==> src/rtl/core/dptz_pkg.sv <==
// ----------------------------------------------------------------------------
// Digital pan-tilt-zoom crop: package
// Field widths, command codes, register indexes and shared types.
// ----------------------------------------------------------------------------
package dptz_pkg;

    localparam int DIM_WIDTH = 14;  // source and crop dimension width
    localparam int SRC_W  = DIM_WIDTH;      // source size and crop size
    localparam int OFS_W  = DIM_WIDTH - 1;  // crop offset
    localparam int ZOOM_W = 16;  // zoom state, Q4.12
    localparam int CTR_W  = 17;  // center state, Q1.16
    localparam int ARG_W  = 18;  // command arguments
    localparam int SUM_W  = ARG_W + 1;
    localparam int PROD_W = 30;  // center * source
    localparam int CNT_W  = 4;
    localparam logic [CNT_W-1:0] ITER_LAST = CNT_W'(SRC_W - 1);

    localparam logic [ZOOM_W-1:0] ZOOM_ONE    = 16'd4096;
    localparam logic [ZOOM_W-1:0] ZOOM_MAX    = 16'd32768;
    localparam logic [CTR_W-1:0]  CENTER_ONE  = 17'd65536;
    localparam logic [CTR_W-1:0]  CENTER_HALF = 17'd32768;

    localparam logic [SRC_W-1:0] SRC_W_RESET = 14'd2592;
    localparam logic [SRC_W-1:0] SRC_H_RESET = 14'd1944;

    localparam int CFG_IDX_W = 2;
    localparam logic [CFG_IDX_W-1:0] CFG_SOURCE_WIDTH  = 2'd0;
    localparam logic [CFG_IDX_W-1:0] CFG_SOURCE_HEIGHT = 2'd1;

    typedef enum logic [2:0] {
        OP_SET_ZOOM   = 3'd0,
        OP_ZOOM_STEP  = 3'd1,
        OP_SET_CENTER = 3'd2,
        OP_PAN        = 3'd3,
        OP_TILT       = 3'd4,
        OP_RESET_VIEW = 3'd5,
        OP_ENABLE     = 3'd6,
        OP_REAPPLY    = 3'd7
    } t_opcode;

    typedef struct packed {
        logic [OFS_W-1:0] offset;
        logic [SRC_W-1:0] size;
    } t_axis_res;

endpackage

==> src/rtl/core/dptz_axis.sv <==
// ----------------------------------------------------------------------------
// Digital pan-tilt-zoom crop: axis unit
// Bit-serial divide of source size by zoom and bit-serial center scaling,
// then clamping of crop size and offset for one axis.
// ----------------------------------------------------------------------------
module dptz_axis #(
    parameter int MIN_CROP  = 64
) (
    input  logic                            i_clk,
    input  logic                            i_rst_n,
    input  logic                            i_start,
    input  logic [dptz_pkg::SRC_W-1:0]      i_src,
    input  logic [dptz_pkg::ZOOM_W-1:0]     i_zoom,
    input  logic [dptz_pkg::CTR_W-1:0]      i_center,
    output logic                            o_done,
    output dptz_pkg::t_axis_res             o_res
);

    localparam int SW = dptz_pkg::SRC_W;
    localparam int PW = dptz_pkg::PROD_W;
    localparam logic [SW+2:0]  SRC_LIMIT = (SW+3)'(1) << (dptz_pkg::DIM_WIDTH - 1);
    localparam logic [SW-1:0]  MIN_SIZE  = SW'(MIN_CROP);

    typedef enum logic [1:0] {A_IDLE, A_ITER, A_SIZE, A_OFFS} t_astate;

    t_astate                      r_state;
    logic [dptz_pkg::CNT_W-1:0]   r_cnt;
    logic [SW-1:0]                r_src;
    logic [dptz_pkg::ZOOM_W-1:0]  r_zoom;
    logic [dptz_pkg::CTR_W-1:0]   r_center;
    logic [SW-1:0]                r_mbits;
    logic [SW-1:0]                r_dbits;
    logic [dptz_pkg::ZOOM_W-1:0]  r_rem;
    logic [SW-1:0]                r_quo;
    logic [PW-1:0]                r_prod;
    logic [SW-1:0]                r_size;
    logic                         r_done;
    dptz_pkg::t_axis_res          r_res;

    logic [SW-1:0]                src_lim;
    logic [dptz_pkg::ZOOM_W:0]    trial;
    logic                         ge;
    logic [dptz_pkg::ZOOM_W:0]    diff;
    logic [dptz_pkg::ZOOM_W-1:0]  n_rem;
    logic [PW-1:0]                n_prod;
    logic [SW-1:0]                size_min;
    logic [SW-1:0]                size_cap;
    logic [SW-1:0]                pos;
    logic [SW-1:0]                half;
    logic [SW-1:0]                room;
    logic [SW-1:0]                offs_raw;
    logic [SW-1:0]                offs_cap;

    always_comb begin
        src_lim  = ((SW+3)'(i_src) > SRC_LIMIT) ? SRC_LIMIT[SW-1:0] : i_src;
        // restoring divide step
        trial    = {r_rem, r_dbits[SW-1]};
        ge       = trial >= {1'b0, r_zoom};
        diff     = trial - {1'b0, r_zoom};
        n_rem    = ge ? diff[dptz_pkg::ZOOM_W-1:0] : trial[dptz_pkg::ZOOM_W-1:0];
        // shift-add multiply step, source bits MSB first
        n_prod   = {r_prod[PW-2:0], 1'b0} + (r_mbits[SW-1] ? PW'(r_center) : '0);
        size_min = (r_quo < MIN_SIZE) ? MIN_SIZE : r_quo;
        size_cap = (size_min > r_src) ? r_src : size_min;
        pos      = r_prod[PW-1:16];
        half     = {1'b0, r_size[SW-1:1]};
        room     = r_src - r_size;
        offs_raw = pos - half;
        if (pos < half) begin
            offs_cap = '0;
        end else if (offs_raw > room) begin
            offs_cap = room;
        end else begin
            offs_cap = offs_raw;
        end
    end

    always_ff @(posedge i_clk) begin
        if (!i_rst_n) begin
            r_state <= A_IDLE;
            r_done  <= 1'b0;
        end else begin
            r_done <= (r_state == A_OFFS);
            case (r_state)
                A_IDLE: begin
                    if (i_start) begin
                        r_src    <= src_lim;
                        r_zoom   <= i_zoom;
                        r_center <= i_center;
                        r_mbits  <= src_lim;
                        r_dbits  <= {src_lim[1:0], {(SW-2){1'b0}}};
                        r_rem    <= dptz_pkg::ZOOM_W'(src_lim[SW-1:2]);
                        r_quo    <= '0;
                        r_prod   <= '0;
                        r_cnt    <= '0;
                        r_state  <= A_ITER;
                    end
                end
                A_ITER: begin
                    r_rem   <= n_rem;
                    r_quo   <= {r_quo[SW-2:0], ge};
                    r_prod  <= n_prod;
                    r_mbits <= {r_mbits[SW-2:0], 1'b0};
                    r_dbits <= {r_dbits[SW-2:0], 1'b0};
                    r_cnt   <= r_cnt + 1'b1;
                    if (r_cnt == dptz_pkg::ITER_LAST) begin
                        r_state <= A_SIZE;
                    end
                end
                A_SIZE: begin
                    r_size  <= {size_cap[SW-1:1], 1'b0};
                    r_state <= A_OFFS;
                end
                A_OFFS: begin
                    r_res.offset <= {offs_cap[dptz_pkg::OFS_W-1:1], 1'b0};
                    r_res.size   <= r_size;
                    r_state      <= A_IDLE;
                end
                default: begin
                    r_state <= A_IDLE;
                end
            endcase
        end
    end

    assign o_done = r_done;
    assign o_res  = r_res;

endmodule

==> src/rtl/core/digital_pan_tilt_zoom_crop_top.sv <==
// ----------------------------------------------------------------------------
// Digital pan-tilt-zoom crop: top level
// Command decoder, view state and crop rectangle output register.
// ----------------------------------------------------------------------------
// Each command item updates the view (zoom Q4.12 held in 1.0..8.0, center
// Q1.16 held in 0..1, crop on flag). A command that leaves the crop off and
// is not enable or reapply produces no result, and o_in_ready stays high. A
// command that produces a result starts both axis units, which run in
// parallel: each does a 14-step bit-serial divide of the source size by the
// zoom alongside a 14-step shift-add scaling of the center, then two clamp
// steps. After both units report done, the sequencer loads the result into
// the output register and can take the next item in the cycle after that
// load, so the block takes no new item while a computation is still running.
// The output register holds a result until it is taken while the next
// command already runs; a finished computation waits only if the previous
// result is still held. With the crop off the result reads crop_enable=0
// and all zero coordinates. Source size registers are written through the
// config channel, which is always ready; an index other than width or height is dropped.
// ----------------------------------------------------------------------------
module digital_pan_tilt_zoom_crop_top #(
    parameter int MIN_CROP  = 64
) (
    input  logic                                    i_clk,
    input  logic                                    i_rst_n,
    // command channel
    input  logic                                    i_in_valid,
    output logic                                    o_in_ready,
    input  logic [2:0]                              i_opcode,
    input  logic signed [dptz_pkg::ARG_W-1:0]       i_zoom_arg,
    input  logic signed [dptz_pkg::ARG_W-1:0]       i_center_x_arg,
    input  logic signed [dptz_pkg::ARG_W-1:0]       i_center_y_arg,
    input  logic                                    i_enable_arg,
    // configuration channel
    input  logic                                    i_cfg_valid,
    output logic                                    o_cfg_ready,
    input  logic [dptz_pkg::CFG_IDX_W-1:0]          i_cfg_index,
    input  logic [dptz_pkg::SRC_W-1:0]              i_cfg_data,
    // result channel
    output logic                                    o_out_valid,
    input  logic                                    i_out_ready,
    output logic                                    o_crop_enable,
    output logic [dptz_pkg::OFS_W-1:0]              o_crop_x,
    output logic [dptz_pkg::OFS_W-1:0]              o_crop_y,
    output logic [dptz_pkg::SRC_W-1:0]              o_crop_width,
    output logic [dptz_pkg::SRC_W-1:0]              o_crop_height
);

    localparam int ZW = dptz_pkg::ZOOM_W;
    localparam int CW = dptz_pkg::CTR_W;
    localparam int UW = dptz_pkg::SUM_W;

    typedef enum logic [1:0] {S_IDLE, S_CALC, S_LOAD} t_state;

    // Saturate a signed sum or argument into the zoom range.
    function automatic logic [ZW-1:0] clamp_zoom(input logic signed [UW-1:0] v);
        if (v < $signed(UW'(dptz_pkg::ZOOM_ONE))) begin
            return dptz_pkg::ZOOM_ONE;
        end else if (v > $signed(UW'(dptz_pkg::ZOOM_MAX))) begin
            return dptz_pkg::ZOOM_MAX;
        end else begin
            return v[ZW-1:0];
        end
    endfunction

    // Saturate a signed sum or argument into 0..1.0.
    function automatic logic [CW-1:0] clamp_center(input logic signed [UW-1:0] v);
        if (v < $signed(UW'(0))) begin
            return '0;
        end else if (v > $signed(UW'(dptz_pkg::CENTER_ONE))) begin
            return dptz_pkg::CENTER_ONE;
        end else begin
            return v[CW-1:0];
        end
    endfunction

    t_state                      r_state;
    logic                        r_start;
    logic [ZW-1:0]               r_zoom;
    logic [CW-1:0]               r_cx;
    logic [CW-1:0]               r_cy;
    logic                        r_on;
    logic [dptz_pkg::SRC_W-1:0]  r_src_w;
    logic [dptz_pkg::SRC_W-1:0]  r_src_h;
    logic                        r_out_valid;
    logic                        r_crop_enable;
    logic [dptz_pkg::OFS_W-1:0]  r_crop_x;
    logic [dptz_pkg::OFS_W-1:0]  r_crop_y;
    logic [dptz_pkg::SRC_W-1:0]  r_crop_width;
    logic [dptz_pkg::SRC_W-1:0]  r_crop_height;

    logic [ZW-1:0]               n_zoom;
    logic [CW-1:0]               n_cx;
    logic [CW-1:0]               n_cy;
    logic                        n_on;
    logic                        n_emit;
    logic signed [UW-1:0]        zoom_sum;
    logic signed [UW-1:0]        cx_sum;
    logic signed [UW-1:0]        cy_sum;
    logic                        accept;
    logic                        out_free;
    logic                        done_x;
    logic                        done_y;
    dptz_pkg::t_axis_res         res_x;
    dptz_pkg::t_axis_res         res_y;

    assign accept   = i_in_valid && o_in_ready;
    assign out_free = !r_out_valid || i_out_ready;

    assign zoom_sum = $signed(UW'(r_zoom)) + UW'(i_zoom_arg);
    assign cx_sum   = $signed(UW'(r_cx)) + UW'(i_center_x_arg);
    assign cy_sum   = $signed(UW'(r_cy)) + UW'(i_center_y_arg);

    // Decode the command into the next view; ops that only move the view
    // report only while the crop is on.
    always_comb begin
        n_zoom = r_zoom;
        n_cx   = r_cx;
        n_cy   = r_cy;
        n_on   = r_on;
        n_emit = r_on;
        case (dptz_pkg::t_opcode'(i_opcode))
            dptz_pkg::OP_SET_ZOOM:   n_zoom = clamp_zoom(UW'(i_zoom_arg));
            dptz_pkg::OP_ZOOM_STEP:  n_zoom = clamp_zoom(zoom_sum);
            dptz_pkg::OP_SET_CENTER: begin
                n_cx = clamp_center(UW'(i_center_x_arg));
                n_cy = clamp_center(UW'(i_center_y_arg));
            end
            dptz_pkg::OP_PAN:        n_cx = clamp_center(cx_sum);
            dptz_pkg::OP_TILT:       n_cy = clamp_center(cy_sum);
            dptz_pkg::OP_RESET_VIEW: begin
                n_zoom = dptz_pkg::ZOOM_ONE;
                n_cx   = dptz_pkg::CENTER_HALF;
                n_cy   = dptz_pkg::CENTER_HALF;
            end
            dptz_pkg::OP_ENABLE: begin
                n_on   = i_enable_arg;
                n_emit = 1'b1;
            end
            default: n_emit = 1'b1;  // reapply
        endcase
    end

    // Source size registers.
    always_ff @(posedge i_clk) begin
        if (!i_rst_n) begin
            r_src_w <= dptz_pkg::SRC_W_RESET;
            r_src_h <= dptz_pkg::SRC_H_RESET;
        end else if (i_cfg_valid) begin
            case (i_cfg_index)
                dptz_pkg::CFG_SOURCE_WIDTH:  r_src_w <= i_cfg_data;
                dptz_pkg::CFG_SOURCE_HEIGHT: r_src_h <= i_cfg_data;
                default: ;  // drop writes to unused indexes
            endcase
        end
    end

    // Command sequencer, view state and result register.
    always_ff @(posedge i_clk) begin
        if (!i_rst_n) begin
            r_state     <= S_IDLE;
            r_start     <= 1'b0;
            r_zoom      <= dptz_pkg::ZOOM_ONE;
            r_cx        <= dptz_pkg::CENTER_HALF;
            r_cy        <= dptz_pkg::CENTER_HALF;
            r_on        <= 1'b0;
            r_out_valid <= 1'b0;
        end else begin
            // pulse start for one cycle when an accepted command reports
            r_start <= (r_state == S_IDLE) && accept && n_emit;
            // load a new result, or drop the held one once it is taken
            if ((r_state == S_LOAD) && out_free) begin
                r_out_valid <= 1'b1;
            end else if (i_out_ready) begin
                r_out_valid <= 1'b0;
            end
            case (r_state)
                S_IDLE: begin
                    if (accept) begin
                        r_zoom <= n_zoom;
                        r_cx   <= n_cx;
                        r_cy   <= n_cy;
                        r_on   <= n_on;
                        if (n_emit) begin
                            r_state <= S_CALC;
                        end
                    end
                end
                S_CALC: begin
                    if (done_x && done_y) begin
                        r_state <= S_LOAD;
                    end
                end
                S_LOAD: begin
                    // hold the rectangle until the output register frees up
                    if (out_free) begin
                        r_crop_enable <= r_on;
                        r_crop_x      <= r_on ? res_x.offset : '0;
                        r_crop_y      <= r_on ? res_y.offset : '0;
                        r_crop_width  <= r_on ? res_x.size : '0;
                        r_crop_height <= r_on ? res_y.size : '0;
                        r_state       <= S_IDLE;
                    end
                end
                default: begin
                    r_state <= S_IDLE;
                end
            endcase
        end
    end

    dptz_axis #(
        .MIN_CROP  (MIN_CROP)
    ) u_axis_x (
        .i_clk    (i_clk),
        .i_rst_n  (i_rst_n),
        .i_start  (r_start),
        .i_src    (r_src_w),
        .i_zoom   (r_zoom),
        .i_center (r_cx),
        .o_done   (done_x),
        .o_res    (res_x)
    );

    dptz_axis #(
        .MIN_CROP  (MIN_CROP)
    ) u_axis_y (
        .i_clk    (i_clk),
        .i_rst_n  (i_rst_n),
        .i_start  (r_start),
        .i_src    (r_src_h),
        .i_zoom   (r_zoom),
        .i_center (r_cy),
        .o_done   (done_y),
        .o_res    (res_y)
    );

    assign o_in_ready    = (r_state == S_IDLE);
    assign o_cfg_ready   = 1'b1;
    assign o_out_valid   = r_out_valid;
    assign o_crop_enable = r_crop_enable;
    assign o_crop_x      = r_crop_x;
    assign o_crop_y      = r_crop_y;
    assign o_crop_width  = r_crop_width;
    assign o_crop_height = r_crop_height;

endmodule

==> config.mk <==
export PLATFORM = sky130hd
export DESIGN_NAME = digital_pan_tilt_zoom_crop_top
export DESIGN_NICKNAME = d
export VERILOG_FILES = /design/src/rtl/core/dptz_pkg.sv /design/src/rtl/core/dptz_axis.sv /design/src/rtl/core/digital_pan_tilt_zoom_crop_top.sv
export SDC_FILE = /design/constraint.sdc
export NUM_CORES = 1
export LEC_CHECK = 0
export BUFFER_PORTS_ARGS = -buffer_cell sky130_fd_sc_hd__buf_2
export CORE_ASPECT_RATIO = 1.5
export CORE_MARGIN = 3
export CORE_UTILIZATION = 66
export CTS_CLUSTER_DIAMETER = 80
export DETAILED_ROUTE_END_ITERATION = 16
export PLACE_DENSITY = 0.85
export SYNTH_ARGS = -nofsm -noshare
export SYNTH_HDL_FRONTEND = slang
export SYNTH_SLANG_ARGS = --single-unit
==> constraint.sdc <==
create_clock -name i_clk -period 14.43 [get_ports i_clk]
set_input_delay 0 -clock i_clk [delete_from_list [all_inputs] [get_ports i_clk]]
set_output_delay 0 -clock i_clk [all_outputs]
set_load 0.02 [all_outputs]
==> impl_metrics.py <==
metrics = {
    "cts": {
        "cts_root_buffer": "clkbuf_16",
        "clk_path_buf_depth": 3,
        "cts_buffers": 40,
        "cts-resized-gates": 0,
        "clkSinkCount": 466,
        "cts.clk_slew.worst_paths_ps": 70,
        "cts_tree": "done",
        "clock_latency_ps": 560,
        "htree_levels": 2,
    },
    "global_routing": {
        "grt_pass1_wl_um": 108400,
        "track_usage_pct": 29.32,
        "grt-ovfl-total": 0,
        "grt_max_degree": 79,
        "grt_pass1_vias": 21770,
        "antenna_found_initial": 2,
    },
    "critical_path": {
        "cp_common_cell": "a21oi_1",
        "arrival_ps": 5220,
        "required_ps": 14730,
        "critPathKind": "flip-flop to flip-flop",
        "path_max_fanout": 16,
        "max_stage_delay_ps": 620,
        "start_kind": "flip-flop",
        "crit_path_end_kind": "flip-flop",
        "crit_buf_inv": 2,
        "worst_path_max_delay_cell": "o32a_1",
        "critPathTopFamily": "compound AO/OA/AOI/OAI gates",
        "crit_path_cell_trace": "inv_1 -> ha_1 -> inv_1 -> fa_1 -> a21o_1 -> a21oi_1 -> o21ai_0 -> a21oi_1 -> o21ai_0 -> a21o_1 -> a21oi_1 -> xnor2_1 -> ha_1 -> and4_1 -> nand3_1 -> a21oi_1 -> o31a_1 -> o21a_1 -> o32a_1 -> nor2_1 -> a22o_1",
    },
    "placement": {
        "io_buffer_count": 131,
        "place_ws_ps": 9639,
        "dp_hpwl_um": 48880,
        "place.gp.congestion": 0.9605,
    },
    "timing": {
        "worst_slew_pin_slew_ps": 1292,
        "hold_viol": 0,
        "finalSetupTns_ps": 0,
        "slew_violations": 0,
        "setup_viol": 0,
        "min_period_ps": 4920,
        "rsz0062_at_grt": "no",
        "period_share_pct": 34.09,
        "slew_headroom_pct": 13.49,
        "setup_ws_ps": 9510,
        "fin_skew_ps": 18.24,
        "max_clock_freq_mhz": 203.3,
    },
    "power_and_ir_drop": {
        "leakagePower_nw": 12.68,
        "switching_share_pct": 28.47,
        "power_density_nw_per_um2": 112.9,
        "ir_drop_v": 0.00008160,
        "p_int_mw": 2.527,
        "p_sw_mw": 1.006,
        "p_comb_share_pct": 21.8,
        "clkPwrFrac_pct": 33.0,
        "seqPwrFrac_pct": 45.2,
    },
    "status": {
        "status": "completed",
    },
    "logic_synthesis": {
        "synth.ff_latch_count": 466,
        "async_flop_share_pct": 0,
        "syn_avg_cell_area_um2": 10.20,
        "synth-edff-count": 377,
        "ys_types": 86,
        "synth_top_area_share_pct": 40.65,
        "ys_warn_count": 0,
        "synth-seq-area-share_pct": 47.04,
        "ys_top_cells_by_area": "edfxtp_1 (41%), ha_1 (10%), dfxtp_1 (6.4%)",
        "post-synth-top-area-cell": "edfxtp_1",
        "synth-main-ff-cell": "edfxtp_1",
        "netlist_instances": 2730,
        "synth.cell_area_um2": 27850,
    },
    "detailed_routing": {
        "vias_per_cell": 6.157,
        "wl_um": 66740,
        "vias": 21580,
        "drc": 0,
        "wl_per_cell_um": 19.04,
        "drt_iter0_drc": 1743,
        "antenna_left": 0,
        "first_pass_iters": 6,
    },
    "flow_run": {
        "cap_violations": 0,
    },
    "floorplan": {
        "die_h_um": 257.6,
        "core_um2": 41440,
        "die_w_um": 173.7,
        "num_rows": 91,
        "die_area_um2": 44750,
        "pin_count": 137,
        "start_util_pct": 67.20,
    },
    "min_path": {
        "hold_class": "primary input to flip-flop",
    },
    "cells_and_area": {
        "drive_gt1_share_pct": 9.949,
        "final_net_count": 3235,
        "syn_to_final_growth_pct": 12.38,
    },
}
[sequential cells by signal, summed over array words and instances, names as in the netlist, 17 cells and up]
name	count
r_cx	17
r_cy	17
u_axis_x.o_res	25
u_axis_x.r_center	17
u_axis_x.r_prod	30
u_axis_y.o_res	25
u_axis_y.r_center	17
u_axis_y.r_prod	30
[per-layer routing]
metal  vias to the layer above  share of wire (%)  track usage (%)
met3                       194                5.2            2.883
li1                      10310                  -                -
met4                         0                5.1            13.93
met5                         -                  0                0
met1                     10270                 39            35.30
met2                       811                 51            52.74
[cell type report]
class,instances,area [um2]
tap,558,698.2
fill,2815,10140
clock buffer,53,1144
sequential,466,13100
antenna,2,5.005
inverter,181,679.4
multi-input combinational,1987,13720
timing repair buffer,237,1677
clock inverter,21,274.0
[per-stage QoR]
step	cells	power, mW	hold WS, ps	area (um2)	utilization (%)
6_report	3505	3.532	41.25	31300	75.52
4_1_cts	3503	3.532	14.26	31300	75.51
2_1_floorplan	2733	2.172	119.2	27860	-
3_5_place_dp	3339	2.361	243.4	28980	69.92
5_1_grt	3504	3.681	62.17	31300	75.52
3_3_place_gp	3339	2.328	233.4	28980	69.92
[path summary, 6_finish.rpt]
kind,startpoint,end,slack [ps],cells after the start
worst min register to register,u_axis_y.r_size[11],u_axis_y.o_res[11],450,0
worst max register to register,u_axis_y.r_prod[16],u_axis_y.o_res[25],9510,21
worst min-delay path,i_center_y_arg[17],r_cy[16],40,5
worst max-delay path,u_axis_y.r_prod[16],u_axis_y.o_res[25],9510,21
[kinds of logic (layout without fill, tap and decap cells)]
logic type | Yosys count | after routing | share of synthesized area (%)
AO/OA/AOI/OAI | 648 | 648 | 14.93
XOR/XNOR | 131 | 131 | 4.119
adder cells (fa/ha/maj) | 243 | 243 | 11.21
buffers and inverters | 280 | 492 | 3.845
flip-flops | 466 | 466 | 47.04
multiplexers | 61 | 61 | 2.385
other | 2 | 7 | 0.02696
AND/OR/NAND/NOR | 899 | 899 | 16.43
[worst register-to-register path, stage by stage (launching register included)]
cell and delay, ps:
edfxtp_1 390, inv_1 120, ha_1 190, inv_1 60, fa_1 410, a21o_1 190, a21oi_1 220, o21ai_0 110
a21oi_1 250, o21ai_0 200, a21o_1 220, a21oi_1 170, xnor2_1 110, ha_1 300, and4_1 180, nand3_1 130
a21oi_1 150, o31a_1 140, o21a_1 110, o32a_1 620, nor2_1 140, a22o_1 260
[cells in the mapped netlist, types with 36 or more instances]
cell type	number
nor3_1	59
nand2_1	214
nand3_1	78
edfxtp_1	377
ha_1	232
xor2_1	57
o21ai_0	141
clkbuf_1	87
and2_1	143
nor2b_1	49
a31oi_1	36
dfxtp_1	89
xnor2_1	74
nor2_1	171
a21o_1	70
inv_1	181
a21oi_1	192
[layout by cell type (no fill, tap or decap), types with 13 or more instances in the layout]
cell type      netlist  routed
edfxtp_1           377     377
ha_1               232     232
nand2_1            214     214
a21oi_1            192     191
inv_1              181     181
nor2_1             171     169
and2_1             143     143
o21ai_0            141     141
buf_2                1     131
dlygate4sd3_1        0      90
dfxtp_1             89      89
nand3_1             78      78
xnor2_1             74      74
a21o_1              70      70
nor3_1              59      59
xor2_1              57      57
nor2b_1             49      49
clkbuf_16            0      43
a31oi_1             36      36
mux2_2              33      33
nor4_1              30      30
nand4_1             28      28
and3_1              29      27
mux2i_1             27      27
o21a_1              26      26
nand2b_1            21      21
a211oi_1            21      20
or2_2               19      19
or3_1               18      18
a22o_1              16      16
buf_4                5      16
o21bai_1            13      13
[power groups by stage]
| stage | Sequential (mW) | Clock [mW] | Combinational (mW) |
|---|---|---|---|
| 4_1_cts | 1.60 | 1.17 | 0.762 |
| 2_1_floorplan | 1.61 | 0 | 0.564 |
| 5_1_grt | 1.60 | 1.23 | 0.854 |
| 3_3_place_gp | 1.62 | 0 | 0.707 |
| 6_report | 1.60 | 1.17 | 0.769 |
| 3_5_place_dp | 1.62 | 0 | 0.737 |
[timing repair]
item | CTS | global route
hold buffers | 90 | 0
endpoints found under the hold margin | 83 | 0
setup endpoints to repair | 0 | 0
buffers inserted | 0 | 0
Power figures use the tool's default switching activity.
